<file path="config.mk">
export PLATFORM = sky130hd
export DESIGN_NAME = shifted_row_pivot_form_check
export DESIGN_NICKNAME = d
export VERILOG_FILES = /design/src/hdl/srpfc_pkg.sv /design/src/hdl/shifted_row_pivot_form_check.sv /design/src/hdl/srpfc_row.sv
export SDC_FILE = /design/constraint.sdc
export NUM_CORES = 1
export LEC_CHECK = 0
export ABC_AREA = 0
export BUFFER_PORTS_ARGS = -buffer_cell sky130_fd_sc_hd__buf_2
export CORE_MARGIN = 1
export CORE_UTILIZATION = 35
export DETAILED_ROUTE_END_ITERATION = 12
export GPL_TIMING_DRIVEN = 0
export RECOVER_POWER = 50
export SETUP_SLACK_MARGIN = 0.05
export SYNTH_ARGS = -nofsm -noshare
export SYNTH_HDL_FRONTEND = slang
export SYNTH_SLANG_ARGS = --single-unit
</file>
<file path="constraint.sdc">
create_clock -name clk -period 18.8 [get_ports clk]
set_clock_uncertainty 0.15 [all_clocks]
set_input_delay 0.94 -clock clk [delete_from_list [all_inputs] [get_ports clk]]
set_output_delay 0.94 -clock clk [all_outputs]
set_load 0.02 [all_outputs]
</file>
<file path="src/hdl/srpfc_pkg.sv">
package srpfc_pkg;

	// Widest row the block tracks. The pivot index is six bits wide, so
	// columns at or beyond 64 are out of range whatever this is set to.
	localparam int MAX_COLS = 64;
	localparam int COL_LIMIT_INT = (MAX_COLS < 64) ? MAX_COLS : 64;
	localparam logic [6:0] COL_LIMIT = 7'(COL_LIMIT_INT);
	localparam logic [6:0] COL_COUNT_MAX = 7'd127;

	localparam int DEG_W = 17;
	localparam int SHIFT_W = 16;
	localparam int SDEG_W = 18;
	localparam int COL_W = 6;
	localparam int NUM_PIVOT_COLS = 64;

	localparam logic signed [DEG_W-1:0] DEG_NONE = '1;
	localparam logic signed [SHIFT_W-1:0] SHIFT_MAX = 16'sh7fff;

	// Summary of the current row, including the beat being processed.
	typedef struct packed {
		logic nonzero;
		logic [COL_W-1:0] col;
		logic signed [DEG_W-1:0] deg;
		logic signed [SDEG_W-1:0] sdeg;
		logic overflow;
	} row_sum_t;

endpackage

</file>
<file path="src/hdl/shifted_row_pivot_form_check.sv">
// Shifted weak Popov form check on a stream of polynomial matrix entries.
// The entry channel carries one matrix entry per beat in row-major order: its
// degree (negative for a zero entry), the shift of its column, and row-end and
// matrix-end marks. Columns are counted internally from zero in each row.
// The result channel carries one beat per row end with the row's pivot column,
// pivot degree, shifted row degree, zero-row flag and the running weak Popov
// and ordered weak Popov verdicts of the matrix. Feed the matrix column-major
// to test the column forms instead.
// Every entry beat passes through an input register and the row and matrix
// update is one short compare-and-select step, so one beat is taken in every
// cycle while entry_stall is low. A row-end beat goes from the input register
// to the result register. The result register sits between the two sides,
// so entries that do not end a row keep flowing while a result is held.
// When the receiver stalls with a result pending and the next registered
// entry ends another row, entry_stall rises until the result is taken.
// Reset clears all row and matrix state and empties both registers; the
// verdicts start at one and the column overflow flag at zero.
module shifted_row_pivot_form_check (
	input  logic clk,
	input  logic arst_n,
	input  logic entry_valid,
	output logic entry_stall,
	input  logic signed [16:0] entry_degree,
	input  logic signed [15:0] col_shift,
	input  logic last_in_row,
	input  logic last_in_matrix,
	output logic result_valid,
	input  logic result_stall,
	output logic [5:0] pivot_index,
	output logic zero_row,
	output logic signed [16:0] pivot_degree,
	output logic signed [17:0] shifted_row_degree,
	output logic weak_popov_ok,
	output logic ordered_ok,
	output logic matrix_end,
	output logic too_many_columns
);

	// Input register stage.
	logic valid_s1;
	logic signed [16:0] degree_s1;
	logic signed [15:0] shift_s1;
	logic row_end_s1;
	logic mat_end_s1;

	// Matrix-wide state.
	logic [srpfc_pkg::NUM_PIVOT_COLS-1:0] used_q;
	logic [5:0] prev_pivot_q;
	logic first_row_q;
	logic weak_q;
	logic ordered_q;
	logic overflow_q;

	srpfc_pkg::row_sum_t sum;
	logic row_end;
	logic step;
	logic out_free;
	logic weak_n;
	logic ordered_n;
	logic overflow_n;

	// A registered beat that ends a row needs the result register free, or
	// the current result leaving in this same cycle.
	assign row_end = row_end_s1 | mat_end_s1;
	assign out_free = !result_valid || !result_stall;
	assign step = valid_s1 && (!row_end || out_free);
	assign entry_stall = valid_s1 && !step;

	srpfc_row u_row (
		.clk(clk),
		.arst_n(arst_n),
		.step(step),
		.row_end(row_end),
		.entry_degree(degree_s1),
		.col_shift(shift_s1),
		.sum(sum)
	);

	always_comb begin
		overflow_n = overflow_q | sum.overflow;
		if (sum.nonzero) begin
			weak_n = weak_q && !used_q[sum.col];
			ordered_n = ordered_q && (first_row_q || sum.col > prev_pivot_q);
		end else begin
			// A zero row breaks both forms.
			weak_n = 1'b0;
			ordered_n = 1'b0;
		end
	end

	always_ff @(posedge clk or negedge arst_n) begin
		if (!arst_n) begin
			valid_s1 <= 1'b0;
		end else if (!entry_stall) begin
			valid_s1 <= entry_valid;
		end
	end

	always_ff @(posedge clk) begin
		if (entry_valid && !entry_stall) begin
			degree_s1 <= entry_degree;
			shift_s1 <= col_shift;
			row_end_s1 <= last_in_row;
			mat_end_s1 <= last_in_matrix;
		end
	end

	always_ff @(posedge clk or negedge arst_n) begin
		if (!arst_n) begin
			used_q <= '0;
			prev_pivot_q <= '0;
			first_row_q <= 1'b1;
			weak_q <= 1'b1;
			ordered_q <= 1'b1;
			overflow_q <= 1'b0;
		end else if (step) begin
			if (mat_end_s1) begin
				used_q <= '0;
				prev_pivot_q <= '0;
				first_row_q <= 1'b1;
				weak_q <= 1'b1;
				ordered_q <= 1'b1;
				overflow_q <= 1'b0;
			end else if (row_end) begin
				overflow_q <= overflow_n;
				weak_q <= weak_n;
				ordered_q <= ordered_n;
				if (sum.nonzero) begin
					used_q <= used_q | (64'd1 << sum.col);
					prev_pivot_q <= sum.col;
					first_row_q <= 1'b0;
				end
			end else begin
				overflow_q <= overflow_n;
			end
		end
	end

	// Result register.
	always_ff @(posedge clk or negedge arst_n) begin
		if (!arst_n) begin
			result_valid <= 1'b0;
		end else if (step && row_end) begin
			result_valid <= 1'b1;
		end else if (!result_stall) begin
			result_valid <= 1'b0;
		end
	end

	always_ff @(posedge clk) begin
		if (step && row_end) begin
			pivot_index <= sum.col;
			zero_row <= !sum.nonzero;
			pivot_degree <= sum.deg;
			shifted_row_degree <= sum.sdeg;
			weak_popov_ok <= weak_n;
			ordered_ok <= ordered_n;
			matrix_end <= mat_end_s1;
			too_many_columns <= overflow_n;
		end
	end

endmodule

</file>
<file path="src/hdl/srpfc_row.sv">
module srpfc_row (
	input  logic clk,
	input  logic arst_n,
	input  logic step,
	input  logic row_end,
	input  logic signed [srpfc_pkg::DEG_W-1:0] entry_degree,
	input  logic signed [srpfc_pkg::SHIFT_W-1:0] col_shift,
	output srpfc_pkg::row_sum_t sum
);

	logic [6:0] column_count_q;
	logic signed [srpfc_pkg::SDEG_W-1:0] best_sdeg_q;
	logic signed [srpfc_pkg::DEG_W-1:0] best_deg_q;
	logic [srpfc_pkg::COL_W-1:0] best_col_q;
	logic nonzero_q;
	logic signed [srpfc_pkg::SHIFT_W-1:0] low_shift_q;

	logic in_range;
	logic take;
	logic signed [srpfc_pkg::SDEG_W-1:0] sd;
	logic signed [srpfc_pkg::SDEG_W-1:0] best_sdeg_n;
	logic signed [srpfc_pkg::DEG_W-1:0] best_deg_n;
	logic [srpfc_pkg::COL_W-1:0] best_col_n;
	logic nonzero_n;
	logic signed [srpfc_pkg::SHIFT_W-1:0] low_shift_n;
	logic signed [srpfc_pkg::SDEG_W-1:0] low_shift_ext;

	always_comb begin
		in_range = column_count_q < srpfc_pkg::COL_LIMIT;
		sd = {entry_degree[srpfc_pkg::DEG_W-1], entry_degree}
			+ {{2{col_shift[srpfc_pkg::SHIFT_W-1]}}, col_shift};
		// The rightmost column of maximal shifted degree wins, hence >=.
		take = in_range && !entry_degree[srpfc_pkg::DEG_W-1]
			&& (!nonzero_q || sd >= best_sdeg_q);
		best_sdeg_n = take ? sd : best_sdeg_q;
		best_deg_n = take ? entry_degree : best_deg_q;
		best_col_n = take ? column_count_q[srpfc_pkg::COL_W-1:0] : best_col_q;
		nonzero_n = nonzero_q | take;
		low_shift_n = (in_range && col_shift < low_shift_q) ? col_shift : low_shift_q;
		low_shift_ext = {{2{low_shift_n[srpfc_pkg::SHIFT_W-1]}}, low_shift_n};

		sum.nonzero = nonzero_n;
		sum.col = nonzero_n ? best_col_n : '0;
		sum.deg = nonzero_n ? best_deg_n : srpfc_pkg::DEG_NONE;
		sum.sdeg = nonzero_n ? best_sdeg_n : low_shift_ext - 18'sd1;
		sum.overflow = !in_range;
	end

	always_ff @(posedge clk or negedge arst_n) begin
		if (!arst_n) begin
			column_count_q <= '0;
			best_sdeg_q <= '0;
			best_deg_q <= srpfc_pkg::DEG_NONE;
			best_col_q <= '0;
			nonzero_q <= 1'b0;
			low_shift_q <= srpfc_pkg::SHIFT_MAX;
		end else if (step) begin
			if (row_end) begin
				column_count_q <= '0;
				best_sdeg_q <= '0;
				best_deg_q <= srpfc_pkg::DEG_NONE;
				best_col_q <= '0;
				nonzero_q <= 1'b0;
				low_shift_q <= srpfc_pkg::SHIFT_MAX;
			end else begin
				if (column_count_q != srpfc_pkg::COL_COUNT_MAX) begin
					column_count_q <= column_count_q + 7'd1;
				end
				best_sdeg_q <= best_sdeg_n;
				best_deg_q <= best_deg_n;
				best_col_q <= best_col_n;
				nonzero_q <= nonzero_n;
				low_shift_q <= low_shift_n;
			end
		end
	end

endmodule

</file>
# [Word level (Yosys, flattened, before mapping)]
# Cells that the tools add are included.
[totals] inputBits=39 elab_cells=103 out_inout_bits=48 regBits=222
[op_classes] magnitude_cmp=5 reduce_logical=29 n_shift=1 muxes=33 addsub=3 n_bitwise=4 eq_ne=2
[op_table] operator="64-bit 2-to-1 mux" n=3
[op_table] operator="64-bit bitwise OR" n=1
[op_table] operator="1-bit by 6-bit left shift with 64-bit output, first input constant" n=1
[op_table] operator="18-bit 2-to-1 mux" n=3
[op_table] operator="6-bit 2-to-1 mux" n=6
[op_table] operator="17-bit 2-to-1 mux" n=2
[op_table] operator="16-bit 2-to-1 mux" n=2
[op_table] operator="17-bit by 16-bit adder with 18-bit output" n=1
[op_table] operator="18-bit >= comparator" n=1
[op_table] operator="16-bit by 2-bit subtractor with 17-bit output, second input constant" n=1
[op_table] operator="16-bit less-than comparator" n=1
[op_table] operator="1-bit 2-to-1 mux" n=14
[op_table] operator="7-bit 2-to-1 mux" n=2
[op_table] operator="1-bit logical NOT" n=10
[op_table] operator="1-bit logical AND" n=9
[op_table] operator="7-bit by 1-bit adder with 7-bit output, second input constant" n=1
[op_table] operator="6-bit by 7-bit less-than comparator with 1-bit output, second input constant" n=1
[op_table] operator="7-bit less-than comparator, second input constant" n=1
[op_table] operator="7-bit != test, second input constant" n=1
[op_table] operator="1-bit binary-select mux with 6-bit select" n=1
[op_table] operator="6-bit > comparator" n=1
[op_table] operator="2-bit nonzero test" n=3
[op_table] operator="1-bit logical OR" n=4
[op_table] operator="2-bit AND reduction" n=2
[op_table] operator="3 further kinds" n=5

# [Depth between registers and ports, before layout]
[depth] word_depth=13 depth_mapped=28 mapped_depth_nobuf=27

# [By module]
# From an unflattened synthesis, not the netlist that was laid out.
[unflattened] hier_cells=1217 area_unflattened_um2=12092.8
[modules_own_cells] module="shifted_row_pivot_form_check" n_inst=1 seq_area_each_um2=4337.9 cells_per_inst=448 area_per_inst_um2=6052.1
[modules_own_cells] module="srpfc_row" n_inst=1 seq_area_each_um2=1666.6 cells_per_inst=769 area_per_inst_um2=6040.8

# [Least setup slack after synthesis]
# No wires, ideal clock.
[synth_path] path_type="register to register" start="register degree_s1[0]" end="register ordered_q" path_buffers=1 path_stages_with_launch=29 required_time_ns=18.573 setup_slack_ns=12.014 period_less_slack_ns=6.786 setup_ns=0.077 arrival_ns=6.559 path_cell_list="edfxtp_1 ha_1 fa_1 a21o_1 a21oi_1 o21bai_1 a21o_1 a21oi_1 o21ai_0 o41ai_1 o211ai_1 a21oi_1 xnor2_1 ha_1 a21o_1 a21oi_1 o21ai_1 nor4_1 nor3_1 buf_2 a21oi_1 clkinv_1 ha_1 a21o_1 maj3_1 a221o_1 a21oi_1 o21ai_0 a21o_1"
[synth_rtl] element="start: declaration" line="shifted_row_pivot_form_check.sv:41" rtl="logic signed [16:0] degree_s1;"
[synth_rtl] element="start signal: assignment" line="shifted_row_pivot_form_check.sv:101" rtl="degree_s1 <= entry_degree;"
[synth_rtl] element="end signal: assignment" line="shifted_row_pivot_form_check.sv:127" rtl="ordered_q <= ordered_n;"
[synth_rtl] element="end: declaration" line="shifted_row_pivot_form_check.sv:51" rtl="logic ordered_q;"

==> flow_summary.yaml <==
outcome:
  status: "complete, but fails checks"
  violations: "max-capacitance violations, max-slew violations"
sta:
  min_period_ps: 8320
  setup_violations: 0
  max_slew_margin: -1.88
  rsz0062_at_grt: "no"
  finalHoldViolations: 0
  finalSetupTns_ps: 0
  worst_pin_slew_ps: 4320
  min_period_over_period: 0.443
  fmax_ghz: 0.120
  drv_slew: 180
clock_tree:
  hold_buffers: 0
  clk_pin_slew_worst_paths_ps: 60
  numCtsBuffers: 25
  cts-root-buf: "clkbuf_16"
  clock_sinks: 222
  cts_buffer_depth: 3
  cts_tree: "done"
  cts_resized: 0
  htreeDepth: 1
  clock_latency_ps: 540
  cts_setup_buffers: 0
logic_synthesis:
  yosys_most_used_dff: "dfrtp_1"
  ys_ff_latch: 222
  netlist_area_mm2: 0.0115
  async_flop_share: 0.635
  synth-seq-area-share: 0.521
  syn_avg_cell_area_um2: 10.2
  synth_edf_count: 81
  synthCells: 1132
  synth_nets: 1229
  yosysWarnings: 0
  ys_types: 70
pwr:
  p_leak_nw: 5.59
  switching_share: 0.311
  switchingPower_uw: 423
  power_frac_comb: 0.214
  seqPwrFrac: 0.421
  clkPwrFrac: 0.365
  irDropWorstVdd_uv: 104
  power_density_mw_per_mm2: 102
  p_int_uw: 938
  fin_total_pwr_mw: 1.36
floorplanning:
  die_h_um: 183
  initial_core_util: 0.355
  row_count: 66
  fp.dieW_um: 183
  core_area_mm2: 0.0325
  die_area_mm2: 0.0336
  num_io_pins: 87
worst_setup_path:
  required_ps: 19120
  worstSetupPathType: "flop to flop"
  cpMaxStageDelayCell: "o41ai_1"
  startpoint_type: "flop"
  cp_max_fo: 11
  cpPeakStageDelay_ps: 620
  end_kind: "flop"
  crit_top_cell: "a21oi_1"
  ff2ff_path_depth: 28
  worstPathArrival_ps: 8640
finish:
  fillCellCount: 3189
  finalNonFillerCells: 1707
  nets: 1343
  final_core_util: 0.409
  drive_gt1_frac: 0.115
  syn_to_final_growth_pct: 15.4
  diodes: 0
global_route:
  grt_pass1_wl_um: 50600
  grt_pass1_vias: 8809
  grt_max_degree: 81
  antenna_found_initial: 0
  grt_overflow: 0
  grt_usage: 0.193
detailed_routing:
  drt_iter0_markers: 841
  drt_wl_total_um: 32200
  ant_nets: 0
  wl_per_cell_um: 18.8
  drt_first_pass_iters: 7
  drc_errors: 0
  vias: 9198
  avgViaCountPerCell: 5.39
place:
  dp_hpwl_um: 23200
  placed_cells: 1661
  portBuffers: 86
  place_congestion: 0.915
worst_hold_path:
  hold_class: "flop to flop"
  min_path_cells: 0
run:
  cap_violations: 3
[cell usage after synthesis, drive strengths merged (12+ instances only)]
| cell type | number | area share |
|---|---|---|
| a21o | 17 | 0.011 |
| a21oi | 92 | 0.040 |
| a31oi | 31 | 0.017 |
| buf | 16 | 0.0071 |
| clkbuf | 38 | 0.012 |
| dfrtp | 106 | 0.23 |
| dfstp | 35 | 0.080 |
| edfxtp | 81 | 0.21 |
| ha | 57 | 0.062 |
| inv | 63 | 0.021 |
| mux2 | 12 | 0.012 |
| mux2i | 33 | 0.029 |
| nand2 | 111 | 0.036 |
| nand3 | 37 | 0.017 |
| nor2 | 119 | 0.039 |
| nor3 | 23 | 0.010 |
| o21ai | 58 | 0.025 |
| o22a | 25 | 0.019 |
| xnor2 | 24 | 0.018 |
[layout by cell type, fill, tap and decap left out, types with 8 or more instances in the layout]
cell type  synthesis  layout
a211oi_1          10      10
a21o_1            17      17
a21oi_1           92      92
a22o_1             8       8
a22oi_1           11      11
a31oi_1           31      31
and3_1            10      10
buf_2              8      45
clkbuf_1          38      90
clkbuf_16          0      26
dfrtp_1          106     106
dfstp_2           35      35
edfxtp_1          81      81
ha_1              57      57
inv_1             61      61
mux2i_1           33      33
nand2_1          111     111
nand3_1           36      36
nand4_1            8       8
nor2_1           119     119
nor3_1            23      23
nor4_1             8       8
o21ai_0           53      53
o22a_1            25      25
xnor2_1           24      24
xor2_1             9       9
[power by group through the flow]
stage	sequential [mW]	combinational, mW	clock, mW
2_1_floorplan	0.592	0.180	0
3_5_place_dp	0.581	0.292	0
6_report	0.573	0.291	0.497
5_1_grt	0.578	0.323	0.524
4_1_cts	0.572	0.294	0.506
3_3_place_gp	0.581	0.289	0
[registers in the layout (all words and copies together) (netlist names), 6 cells and up]
| register | flops |
|---|---|
| u_row.best_col_q | 6 |
| u_row.low_shift_q | 16 |
| u_row.column_count_q | 7 |
| shift_s1 | 16 |
| u_row.best_sdeg_q | 18 |
| used_q | 64 |
| pivot_index | 6 |
| degree_s1 | 17 |
| u_row.best_deg_q | 17 |
| prev_pivot_q | 6 |
| pivot_degree | 17 |
| shifted_row_degree | 18 |
[critical path, delay by kind of cell, from the launching register on]
| family | cells | cell delay (ps) |
|---|---|---|
| compound gates | 18 | 4200 |
| fa+ha+maj | 5 | 1800 |
| simple gates | 2 | 610 |
| flops | 1 | 450 |
| buf+inv | 2 | 730 |
| xor+xnor | 1 | 300 |
[layer usage]
metal | share of wire | vias up | GRT usage
met3 | 0.072 | 45 | 0.0331
li1 | - | 4347 | -
met2 | 0.43 | 327 | 0.293
met1 | 0.48 | 4479 | 0.284
met4 | 0.019 | 0 | 0.0450
met5 | 0 | - | 0
[layout make-up]
cell class,count,area [µm²],area share
flip-flops and latches,222,6000,0.452
inverters,64,240,0.0181
multi-input cells,792,5050,0.380
clock inverters,14,136,0.0103
repair buffers,87,373,0.0281
clock buffers,32,703,0.0529
plain buffers,54,228,0.0171
well taps,442,553,0.0416
[path summary, 6_finish.rpt]
kind                                  startpoint                                  end  slack (ps)
setup reg to reg           shift_s1[0]$_DFFE_PP_                ordered_q$_DFFE_PN1P_       10480
min in group asynchronous                 arst_n               used_q[51]$_DFFE_PN0P_        1410
max in group asynchronous                 arst_n  u_row.column_count_q[6]$_DFFE_PN0P_       11690
hold / removal              mat_end_s1$_DFFE_PP_                 matrix_end$_DFFE_PP_         310
hold reg to reg             mat_end_s1$_DFFE_PP_                 matrix_end$_DFFE_PP_         310
setup / recovery           shift_s1[0]$_DFFE_PP_                ordered_q$_DFFE_PN1P_       10480
[cell families (layout without fill, tap and decap cells)]
logic type | count (synthesis) | in the layout | synth area share
buffers and inverters | 118 | 251 | 0.0403
XOR/XNOR | 33 | 33 | 0.0251
flip-flops | 222 | 222 | 0.521
AND/OR/NAND/NOR | 346 | 346 | 0.134
multiplexers | 45 | 45 | 0.0404
adder cells (fa/ha/maj) | 59 | 59 | 0.0645
AO/OA/AOI/OAI | 309 | 309 | 0.175
[per-stage QoR]
stage               worst slack (ps)  instance area, µm²  hold slack [ps]
finish                         10480               13300              306
CTS                            10630               13400              265
detailed placement             10670               12500              293
global route                    9950               13300              312
floorplan                      12010               11500              274
global placement               10580               12500              286
(Power assumes the default switching activity.)
